[src/rtl/ccdrp_pkg.sv]
// ----------------------------------------------------------------------------
// ccdrp_pkg
// Shared types, constants and helpers for the cheat-code decoder and patcher.
// ----------------------------------------------------------------------------
package ccdrp_pkg;

  // Limits of the code parser
  localparam int MAX_CODE_CHARS = 15;
  localparam int MIN_CODE_CHARS = 7;
  localparam int CMP_CODE_CHARS = 11;

  // ROM image address space
  localparam int ROM_ADDR_BITS = 23;
  localparam int ROM_OFF_WIDTH = 23;
  localparam int BANK_BITS     = 14;

  // Result kinds
  localparam logic KIND_REPORT = 1'b0;
  localparam logic KIND_ROM    = 1'b1;

  // Input item modes
  localparam logic MODE_CHAR = 1'b0;
  localparam logic MODE_ROM  = 1'b1;

  // Special characters
  localparam logic [7:0] CHAR_NUL   = 8'h00;
  localparam logic [7:0] CHAR_DASH  = 8'h2D;
  localparam logic [7:0] CHAR_SPACE = 8'h20;

  // Compare scramble: XOR with 0x45 then with 0xFF
  localparam logic [7:0] CMP_XOR = 8'h45 ^ 8'hFF;

  // Slot masks within nibble_ok
  localparam logic [7:0] BASE_SLOTS = 8'h3F;
  localparam logic [7:0] CMP_SLOTS  = 8'hC0;

  typedef struct packed {
    logic       ok;
    logic [3:0] nib;
  } hex_t;

  typedef struct packed {
    logic       hit;
    logic [2:0] idx;
  } slot_t;

  typedef struct packed {
    logic        valid;
    logic [7:0]  value;
    logic [14:0] address;
    logic [7:0]  compare;
    logic        cmp_on;
  } decode_t;

  // Map an ASCII hex digit to its nibble
  function automatic hex_t hex_nibble(input logic [7:0] ch);
    hex_t h;
    h.ok  = 1'b0;
    h.nib = ch[3:0];
    if (ch inside {[8'h30:8'h39]}) begin
      h.ok = 1'b1;
    end else if (ch inside {[8'h41:8'h46], [8'h61:8'h66]}) begin
      h.ok  = 1'b1;
      h.nib = ch[3:0] + 4'd9;
    end
    return h;
  endfunction

  // Nibble slot for a kept-character position
  function automatic slot_t slot_of(input logic [3:0] pos);
    slot_t s;
    s.hit = 1'b1;
    case (pos)
      4'd0:    s.idx = 3'd0;
      4'd1:    s.idx = 3'd1;
      4'd2:    s.idx = 3'd2;
      4'd4:    s.idx = 3'd3;
      4'd5:    s.idx = 3'd4;
      4'd6:    s.idx = 3'd5;
      4'd8:    s.idx = 3'd6;
      4'd10:   s.idx = 3'd7;
      default: begin
        s.hit = 1'b0;
        s.idx = 3'd0;
      end
    endcase
    return s;
  endfunction

endpackage

[src/rtl/ccdrp_parse.sv]
// ----------------------------------------------------------------------------
// ccdrp_parse
// Character parser and decoder: keeps the code's hex nibbles and decodes
// value, address and compare byte on the last character.
// ----------------------------------------------------------------------------
module ccdrp_parse
  import ccdrp_pkg::*;
(
  input  logic       clk,
  input  logic       rst,
  input  logic       step,
  input  logic [7:0] ch,
  input  logic       last,
  output decode_t    report
);

  logic [3:0] kept_count;
  logic [3:0] kept_count_next;
  logic       code_ended;
  logic       code_ended_next;
  logic [7:0] nibble_ok;
  logic [7:0] nibble_ok_next;
  logic [3:0] code_nibbles [8];
  logic [3:0] code_nibbles_next [8];
  hex_t       hx;
  slot_t      sl;
  logic [7:0] raw_cmp;
  logic       base_ok;
  logic       cmp_ok;

  // Fold the current character into the parse state
  always_comb begin
    kept_count_next   = kept_count;
    code_ended_next   = code_ended;
    nibble_ok_next    = nibble_ok;
    code_nibbles_next = code_nibbles;
    hx = hex_nibble(ch);
    sl = slot_of(kept_count);
    if (!code_ended) begin
      if (ch == CHAR_NUL) begin
        code_ended_next = 1'b1;
      end else if (ch != CHAR_DASH && ch != CHAR_SPACE &&
                   kept_count < 4'(MAX_CODE_CHARS)) begin
        if (sl.hit && hx.ok) begin
          code_nibbles_next[sl.idx] = hx.nib;
          nibble_ok_next[sl.idx]    = 1'b1;
        end
        kept_count_next = kept_count + 4'd1;
      end
    end
  end

  // Decode from the state that includes this character
  assign base_ok = (kept_count_next >= 4'(MIN_CODE_CHARS)) &&
                   ((nibble_ok_next & BASE_SLOTS) == BASE_SLOTS);
  assign cmp_ok  = base_ok && (kept_count_next >= 4'(CMP_CODE_CHARS)) &&
                   ((nibble_ok_next & CMP_SLOTS) == CMP_SLOTS);
  assign raw_cmp = {code_nibbles_next[6], code_nibbles_next[7]};

  always_comb begin
    report = '0;
    if (base_ok) begin
      report.valid   = 1'b1;
      report.value   = {code_nibbles_next[0], code_nibbles_next[1]};
      report.address = {~code_nibbles_next[5][2:0], code_nibbles_next[2],
                        code_nibbles_next[3], code_nibbles_next[4]};
    end
    if (cmp_ok) begin
      report.cmp_on  = 1'b1;
      report.compare = {raw_cmp[1:0], raw_cmp[7:2]} ^ CMP_XOR;
    end
  end

  // Advance the parse state; clear it after the last character
  always_ff @(posedge clk) begin
    if (rst) begin
      kept_count <= '0;
      code_ended <= 1'b0;
      nibble_ok  <= '0;
    end else if (step) begin
      if (last) begin
        kept_count <= '0;
        code_ended <= 1'b0;
        nibble_ok  <= '0;
      end else begin
        kept_count <= kept_count_next;
        code_ended <= code_ended_next;
        nibble_ok  <= nibble_ok_next;
      end
    end
  end

  // Hold nibble storage; valid bits guard reads
  always_ff @(posedge clk) begin
    if (step) begin
      code_nibbles <= code_nibbles_next;
    end
  end

`ifndef SYNTHESIS
  a_kept_bound: assert property (@(posedge clk) disable iff (rst)
    kept_count <= 4'(MAX_CODE_CHARS))
    else $error("kept count beyond code limit");
  a_cmp_needs_valid: assert property (@(posedge clk) disable iff (rst)
    report.cmp_on |-> report.valid)
    else $error("compare reported on invalid code");
`endif

endmodule

[src/rtl/ccdrp_patch.sv]
// ----------------------------------------------------------------------------
// ccdrp_patch
// Armed patch registers and the per-byte ROM match and replace.
// ----------------------------------------------------------------------------
module ccdrp_patch
  import ccdrp_pkg::*;
(
  input  logic                     clk,
  input  logic                     rst,
  input  logic                     arm_step,
  input  logic                     cheat_enable,
  input  decode_t                  report,
  input  logic [ROM_OFF_WIDTH-1:0] rom_offset,
  input  logic [7:0]               rom_data,
  output logic [7:0]               byte_out,
  output logic                     byte_replaced
);

  localparam logic [ROM_OFF_WIDTH-1:0] ROM_MASK =
    ROM_OFF_WIDTH'((64'd1 << ROM_ADDR_BITS) - 64'd1);

  logic [7:0]               armed_value;
  logic [14:0]              armed_address;
  logic [7:0]               armed_compare;
  logic                     armed_compare_on;
  logic                     patch_armed;
  logic [ROM_OFF_WIDTH-1:0] off_masked;
  logic                     hit;

  // Match the bank offset and the optional compare byte
  assign off_masked    = rom_offset & ROM_MASK;
  assign hit           = patch_armed &&
                         (off_masked[BANK_BITS-1:0] == armed_address[BANK_BITS-1:0]) &&
                         (!armed_compare_on || rom_data == armed_compare);
  assign byte_out      = hit ? armed_value : rom_data;
  assign byte_replaced = hit;

  // Arm on a valid, enabled decode; drop otherwise
  always_ff @(posedge clk) begin
    if (rst) begin
      armed_value      <= '0;
      armed_address    <= '0;
      armed_compare    <= '0;
      armed_compare_on <= 1'b0;
      patch_armed      <= 1'b0;
    end else if (arm_step) begin
      if (report.valid && cheat_enable) begin
        armed_value      <= report.value;
        armed_address    <= report.address;
        armed_compare    <= report.compare;
        armed_compare_on <= report.cmp_on;
        patch_armed      <= 1'b1;
      end else begin
        patch_armed <= 1'b0;
      end
    end
  end

`ifndef SYNTHESIS
  a_no_patch_unarmed: assert property (@(posedge clk) disable iff (rst)
    !patch_armed |-> !byte_replaced)
    else $error("byte replaced with no patch armed");
  a_arm_follows_enable: assert property (@(posedge clk) disable iff (rst)
    arm_step && !cheat_enable |=> !patch_armed)
    else $error("patch armed while cheats disabled");
`endif

endmodule

[src/rtl/cheat_code_decode_and_rom_patch_core.sv]
// ----------------------------------------------------------------------------
// cheat_code_decode_and_rom_patch_core
// Takes one stream beat per cycle: a cheat-code character (tuser 0) or a ROM
// byte with its offset (tuser 1). Characters build up a code; the beat marked
// tlast returns a decode report and, when cheat_enable is set and the code is
// valid, arms it as the one active patch. Every ROM beat returns the byte,
// replaced by the patch value where the low 14 offset bits match the decoded
// address and the compare byte, if any, matches. One beat is accepted per
// cycle outside stalls; each passes an input register and one stage of
// decode/match logic into the output register.
// Intake stalls only while a result waits in the output register.
// ----------------------------------------------------------------------------
module cheat_code_decode_and_rom_patch_core
  import ccdrp_pkg::*;
(
  input  logic        clk,
  input  logic        rst,
  input  logic        cfg_we,
  input  logic        cfg_wdata,
  input  logic        s_axis_tvalid,
  output logic        s_axis_tready,
  // [7:0] code_char, [30:8] rom_offset, [38:31] rom_data, [39] zero
  input  logic [39:0] s_axis_tdata,
  input  logic        s_axis_tlast,
  // [0] mode
  input  logic        s_axis_tuser,
  output logic        m_axis_tvalid,
  input  logic        m_axis_tready,
  // [0] code_valid, [8:1] patch_value, [23:9] patch_address,
  // [31:24] patch_compare, [32] compare_used, [40:33] byte_out,
  // [41] byte_replaced, [47:42] zero
  output logic [47:0] m_axis_tdata,
  // [0] kind
  output logic        m_axis_tuser
);

  logic                     cheat_enable;
  logic                     in_valid;
  logic                     in_mode;
  logic [7:0]               in_char;
  logic                     in_last;
  logic [ROM_OFF_WIDTH-1:0] in_off;
  logic [7:0]               in_data;
  logic                     out_valid;
  logic                     out_kind;
  decode_t                  out_rep;
  logic [7:0]               out_byte;
  logic                     out_repl;
  logic                     makes_result;
  logic                     stall;
  logic                     advance;
  logic                     char_step;
  decode_t                  report;
  logic [7:0]               patched_byte;
  logic                     patched;

  // Configuration register
  always_ff @(posedge clk) begin
    if (rst) begin
      cheat_enable <= 1'b0;
    end else if (cfg_we) begin
      cheat_enable <= cfg_wdata;
    end
  end

  // Handshake: stall only when a result must wait on a full output
  assign makes_result  = (in_mode == MODE_ROM) || in_last;
  assign stall         = in_valid && makes_result && out_valid && !m_axis_tready;
  assign advance       = in_valid && !stall;
  assign s_axis_tready = !in_valid || advance;
  assign char_step     = advance && (in_mode == MODE_CHAR);

  // Input register
  always_ff @(posedge clk) begin
    if (rst) begin
      in_valid <= 1'b0;
    end else if (s_axis_tready) begin
      in_valid <= s_axis_tvalid;
    end
  end

  always_ff @(posedge clk) begin
    if (s_axis_tready && s_axis_tvalid) begin
      in_mode <= s_axis_tuser;
      in_char <= s_axis_tdata[7:0];
      in_last <= s_axis_tlast;
      in_off  <= s_axis_tdata[30:8];
      in_data <= s_axis_tdata[38:31];
    end
  end

  ccdrp_parse u_parse (
    .clk    (clk),
    .rst    (rst),
    .step   (char_step),
    .ch     (in_char),
    .last   (in_last),
    .report (report)
  );

  ccdrp_patch u_patch (
    .clk           (clk),
    .rst           (rst),
    .arm_step      (char_step && in_last),
    .cheat_enable  (cheat_enable),
    .report        (report),
    .rom_offset    (in_off),
    .rom_data      (in_data),
    .byte_out      (patched_byte),
    .byte_replaced (patched)
  );

  // Output register: load a result, drop it once taken
  always_ff @(posedge clk) begin
    if (rst) begin
      out_valid <= 1'b0;
    end else if (advance && makes_result) begin
      out_valid <= 1'b1;
    end else if (m_axis_tready) begin
      out_valid <= 1'b0;
    end
  end

  always_ff @(posedge clk) begin
    if (advance && makes_result) begin
      if (in_mode == MODE_ROM) begin
        out_kind <= KIND_ROM;
        out_rep  <= '0;
        out_byte <= patched_byte;
        out_repl <= patched;
      end else begin
        out_kind <= KIND_REPORT;
        out_rep  <= report;
        out_byte <= '0;
        out_repl <= 1'b0;
      end
    end
  end

  assign m_axis_tvalid = out_valid;
  assign m_axis_tuser  = out_kind;
  assign m_axis_tdata  = {6'd0, out_repl, out_byte, out_rep.cmp_on, out_rep.compare,
                          out_rep.address, out_rep.value, out_rep.valid};

`ifndef SYNTHESIS
  a_stall_cause: assert property (@(posedge clk) disable iff (rst)
    in_valid && !s_axis_tready |-> out_valid && !m_axis_tready)
    else $error("intake stalled with output free");
  a_rom_fields_clear: assert property (@(posedge clk) disable iff (rst)
    out_valid && out_kind == KIND_ROM |-> out_rep == '0)
    else $error("decode fields set on ROM result");
  a_report_fields_clear: assert property (@(posedge clk) disable iff (rst)
    out_valid && out_kind == KIND_REPORT |-> out_byte == 8'd0 && !out_repl)
    else $error("byte fields set on decode report");
`endif

endmodule

[config.mk]
export PLATFORM = sky130hd
export DESIGN_NAME = cheat_code_decode_and_rom_patch_core
export DESIGN_NICKNAME = d
export VERILOG_FILES = /design/src/rtl/ccdrp_pkg.sv /design/src/rtl/ccdrp_parse.sv /design/src/rtl/ccdrp_patch.sv /design/src/rtl/cheat_code_decode_and_rom_patch_core.sv
export SDC_FILE = /design/constraint.sdc
export NUM_CORES = 1
export LEC_CHECK = 0
export BUFFER_PORTS_ARGS = -buffer_cell sky130_fd_sc_hd__clkbuf_2
export CAP_MARGIN = 40
export CORE_MARGIN = 4
export CORE_UTILIZATION = 57
export CTS_CLUSTER_DIAMETER = 100
export CTS_CLUSTER_SIZE = 24
export DETAILED_ROUTE_END_ITERATION = 8
export GPL_TIMING_DRIVEN = 1
export PLACE_DENSITY_LB_ADDON = 0.15
export SYNTH_ARGS = -nofsm -noshare
export SYNTH_HDL_FRONTEND = slang
export SYNTH_SLANG_ARGS = --single-unit
[constraint.sdc]
create_clock -name clk -period 3.9 [get_ports clk]
set_input_delay 0 -clock clk [delete_from_list [all_inputs] [get_ports clk]]
set_output_delay 0 -clock clk [all_outputs]
set_load 0.01 [all_outputs]
==> impl_metrics.json <==
{
  "rows": 39,
  "grt_pass1_vias": 4659,
  "h-tree-depth": 4,
  "routedWlPerCell_um": 18.1,
  "layout_common_cells": "edfxtp_1 (106), clkbuf_2 (82), dfxtp_1 (48), nor2_1 (36), dlygate4sd3_1 (36)",
  "ys_seq_elements": 154,
  "relSlewSlack_pct": 41.7,
  "timing.rr.end": "u_patch.armed_compare[5]",
  "leakage_uw": 0.00318,
  "ys.flop_type": "edfxtp_1",
  "port-buffer-count": 82,
  "grt_pass1_wl_um": 25000,
  "grt_max_degree": 41,
  "syn2layout_area_growth_pct": 21.9,
  "clock_latency_ns": 0.42,
  "dp_hpwl_um": 10300,
  "root_buffer": "clkbuf_16",
  "fin_worst_skew_ns": 0.0102,
  "totalWireLength_um": 15300,
  "die_x_um": 118,
  "first_pass_iters": 5,
  "io_pins": 99,
  "fin_crit_ns": 3.42,
  "drive_above_1_share_pct": 25.4,
  "fp.coreArea_um2": 11700,
  "numClockSinks": 154,
  "startpoint": "in_char[0]",
  "fmax_mhz": 293,
  "syn_inst": 563,
  "drc": 0,
  "ir_drop_uv": 297,
  "crit_path_max_incr_delay_ns": 0.71,
  "critPathRequiredTime_ns": 4.20,
  "cp_slowest_cell": "a2111o_1",
  "final_util_pct": 72.2,
  "cts_buffers": 17,
  "cts_tree": "built",
  "ys_types": 62,
  "fin_setup_tns_ns": 0,
  "hold_start": "s_axis_tdata[10]",
  "power.density_nw_per_um2": 425,
  "cp_cell_sequence": "inv_1, ha_1, nor3b_1, nor3b_4, a22o_1, nand4_4, a2111o_1, buf_16, o211ai_1, o21ai_1",
  "final_common_cell": "edfxtp_1",
  "die_h_um": 118,
  "via_count": 4821,
  "overflow": 0,
  "synth.area.top_cells": "edfxtp_1 (46%), dfxtp_1 (14%), mux2_2 (4.7%), xnor2_1 (3.0%), a21oi_1 (2.5%)",
  "setup_viol": 0,
  "grt_usage_pct": 22.7,
  "antenna_found_initial": 0,
  "netlist_area_um2": 6910,
  "cts.path.max_buffers": 2,
  "synth-edff-count": 106,
  "finalHoldViolCount": 0,
  "seq_area_frac_synth_pct": 60.0,
  "nets": 741,
  "status": "completed",
  "die-area_um2": 13900,
  "drv_slew": 0,
  "crit_type": "flop to flop",
  "reg2reg_depth": 10,
  "endpoint": "u_patch.armed_compare[5]",
  "ant_nets": 0,
  "path_clk_slew_ns": 0.06,
  "synth_top_area_cell": "edfxtp_1",
  "yosys_warnings": 0,
  "rsz0062_at_grt": "false",
  "n_antenna_cell": 0,
  "cap_viol_max_count": 0,
  "cp.arrival_ns": 3.72,
  "min_path_type": "input port to flop",
  "drt_iter0_drc": 359,
  "async_reset_ff_share_pct": 0,
  "place_congestion": 0.875,
  "endpoint_kind": "flop",
  "via_per_inst": 5.73,
  "synth_top_area_share_pct": 46.1,
  "worst_slew_pin_slew_ns": 0.868,
  "start_util_pct": 59.3,
  "worst_setup_path_start_kind": "flop",
  "avgSynthCellArea_um2": 12.3,
  "r2r_slack_ns": 0.48,
  "reg2reg_from": "in_char[0]",
  "period_share_pct": 87.6,
  "critical_path.max_fanout": 20
}
## worst max-delay path, delay by kind of cell (launching register included)
family                     cells  cell delay (ns)
AOI/OAI and AO/OA              4             1.45
and+or+nand+nor                3             0.77
DFF                            1             0.43
buffers and inverters          2             0.37
adders and majority gates      1             0.26
## metrics by stage
stage / hold slack (ns) / setup WS (ns) / total power (µW) / area [µm²] / instances
2_1_floorplan: 0.0989 / 0.994 / 1940 / 6930 / 568
3_3_place_gp: 0.177 / 0.570 / 2000 / 7430 / 769
3_5_place_dp: 0.179 / 0.585 / 2010 / 7490 / 773
4_1_cts: 0.264 / 0.536 / 3600 / 8420 / 841
5_1_grt: 0.286 / 0.272 / 3700 / 8420 / 841
6_report: 0.288 / 0.483 / 3580 / 8420 / 841
## cell families after synthesis
logic type	share of synthesized area, %
xor+xnor	3.04
mux	6.50
other cells	0.0543
compound gates	11.7
fa+ha+maj	1.45
flops	60.0
buf+inv	3.69
simple gates	13.6
## synth_stat cells, types with 8 or more instances
master and instances:
ha_1 8, nor2b_1 16, nand2b_1 9, buf_2 9, mux2i_1 10, and3_1 24
a21oi_1 34, clkbuf_1 16, o211ai_1 8, edfxtp_1 106, nand3_1 28, mux2_2 29
nand2_1 11, o21ai_1 29, nor2_1 36, dfxtp_1 48, o21ai_0 9, xnor2_1 24
inv_1 16
## layout make-up
type	count	area, µm²
Tap cell	143	179
Clock inverter	12	124
Timing Repair Buffer	134	923
Fill cell	768	3240
Multi-Input combinational cell	360	2540
Sequential cell	154	4140
Inverter	18	67.6
Clock buffer	20	447
## power breakdown
group          switching [µW]  leakage (µW)  internal, µW
registers                24.1       0.00142          1790
clock network             622      0.000274           953
logic                     106       0.00149          87.0
total                     753       0.00318          2830
## worst min path at each step
| stage | end | slack [ns] | cells past startpoint |
|---|---|---|---|
| after global routing | in_off[2] | 0.29 | 2 |
| final | in_off[2] | 0.29 | 2 |
| after global placement | in_off[4] | 0.18 | 1 |
| after CTS | u_parse.kept_count[0] | 0.26 | 2 |
| after detailed placement | in_off[5] | 0.18 | 1 |
| after floorplan | in_char[0] | 0.1 | 0 |
## registers in the layout, indices dropped and copies added, names as in the netlist, 4 cells and up
signal	cells
u_parse.kept_count	4
u_parse.nibble_ok	8
out_byte	8
u_patch.armed_address	14
u_parse.code_nibbles	31
m_axis_tdata	33
in_char	8
u_patch.armed_compare	8
in_off	14
in_data	8
u_patch.armed_value	8
## per-layer routing
metal	vias to the layer above	routed length [µm]	part of all wire, %	GRT usage, %
met4	0	170	1.1	7.47
li1	2330	-	-	-
met3	14	1120	7.3	5.81
met1	2306	6990	46	32.1
met2	171	6980	46	34.5
met5	-	0	0	0
## what timing repair did
action                                 4_1_cts  5_1_grt
buffers inserted                             0        0
gates resized for setup                      0        0
endpoints found under the hold margin       35        0
hold buffers                                36        0
(Power assumes the default switching activity.)
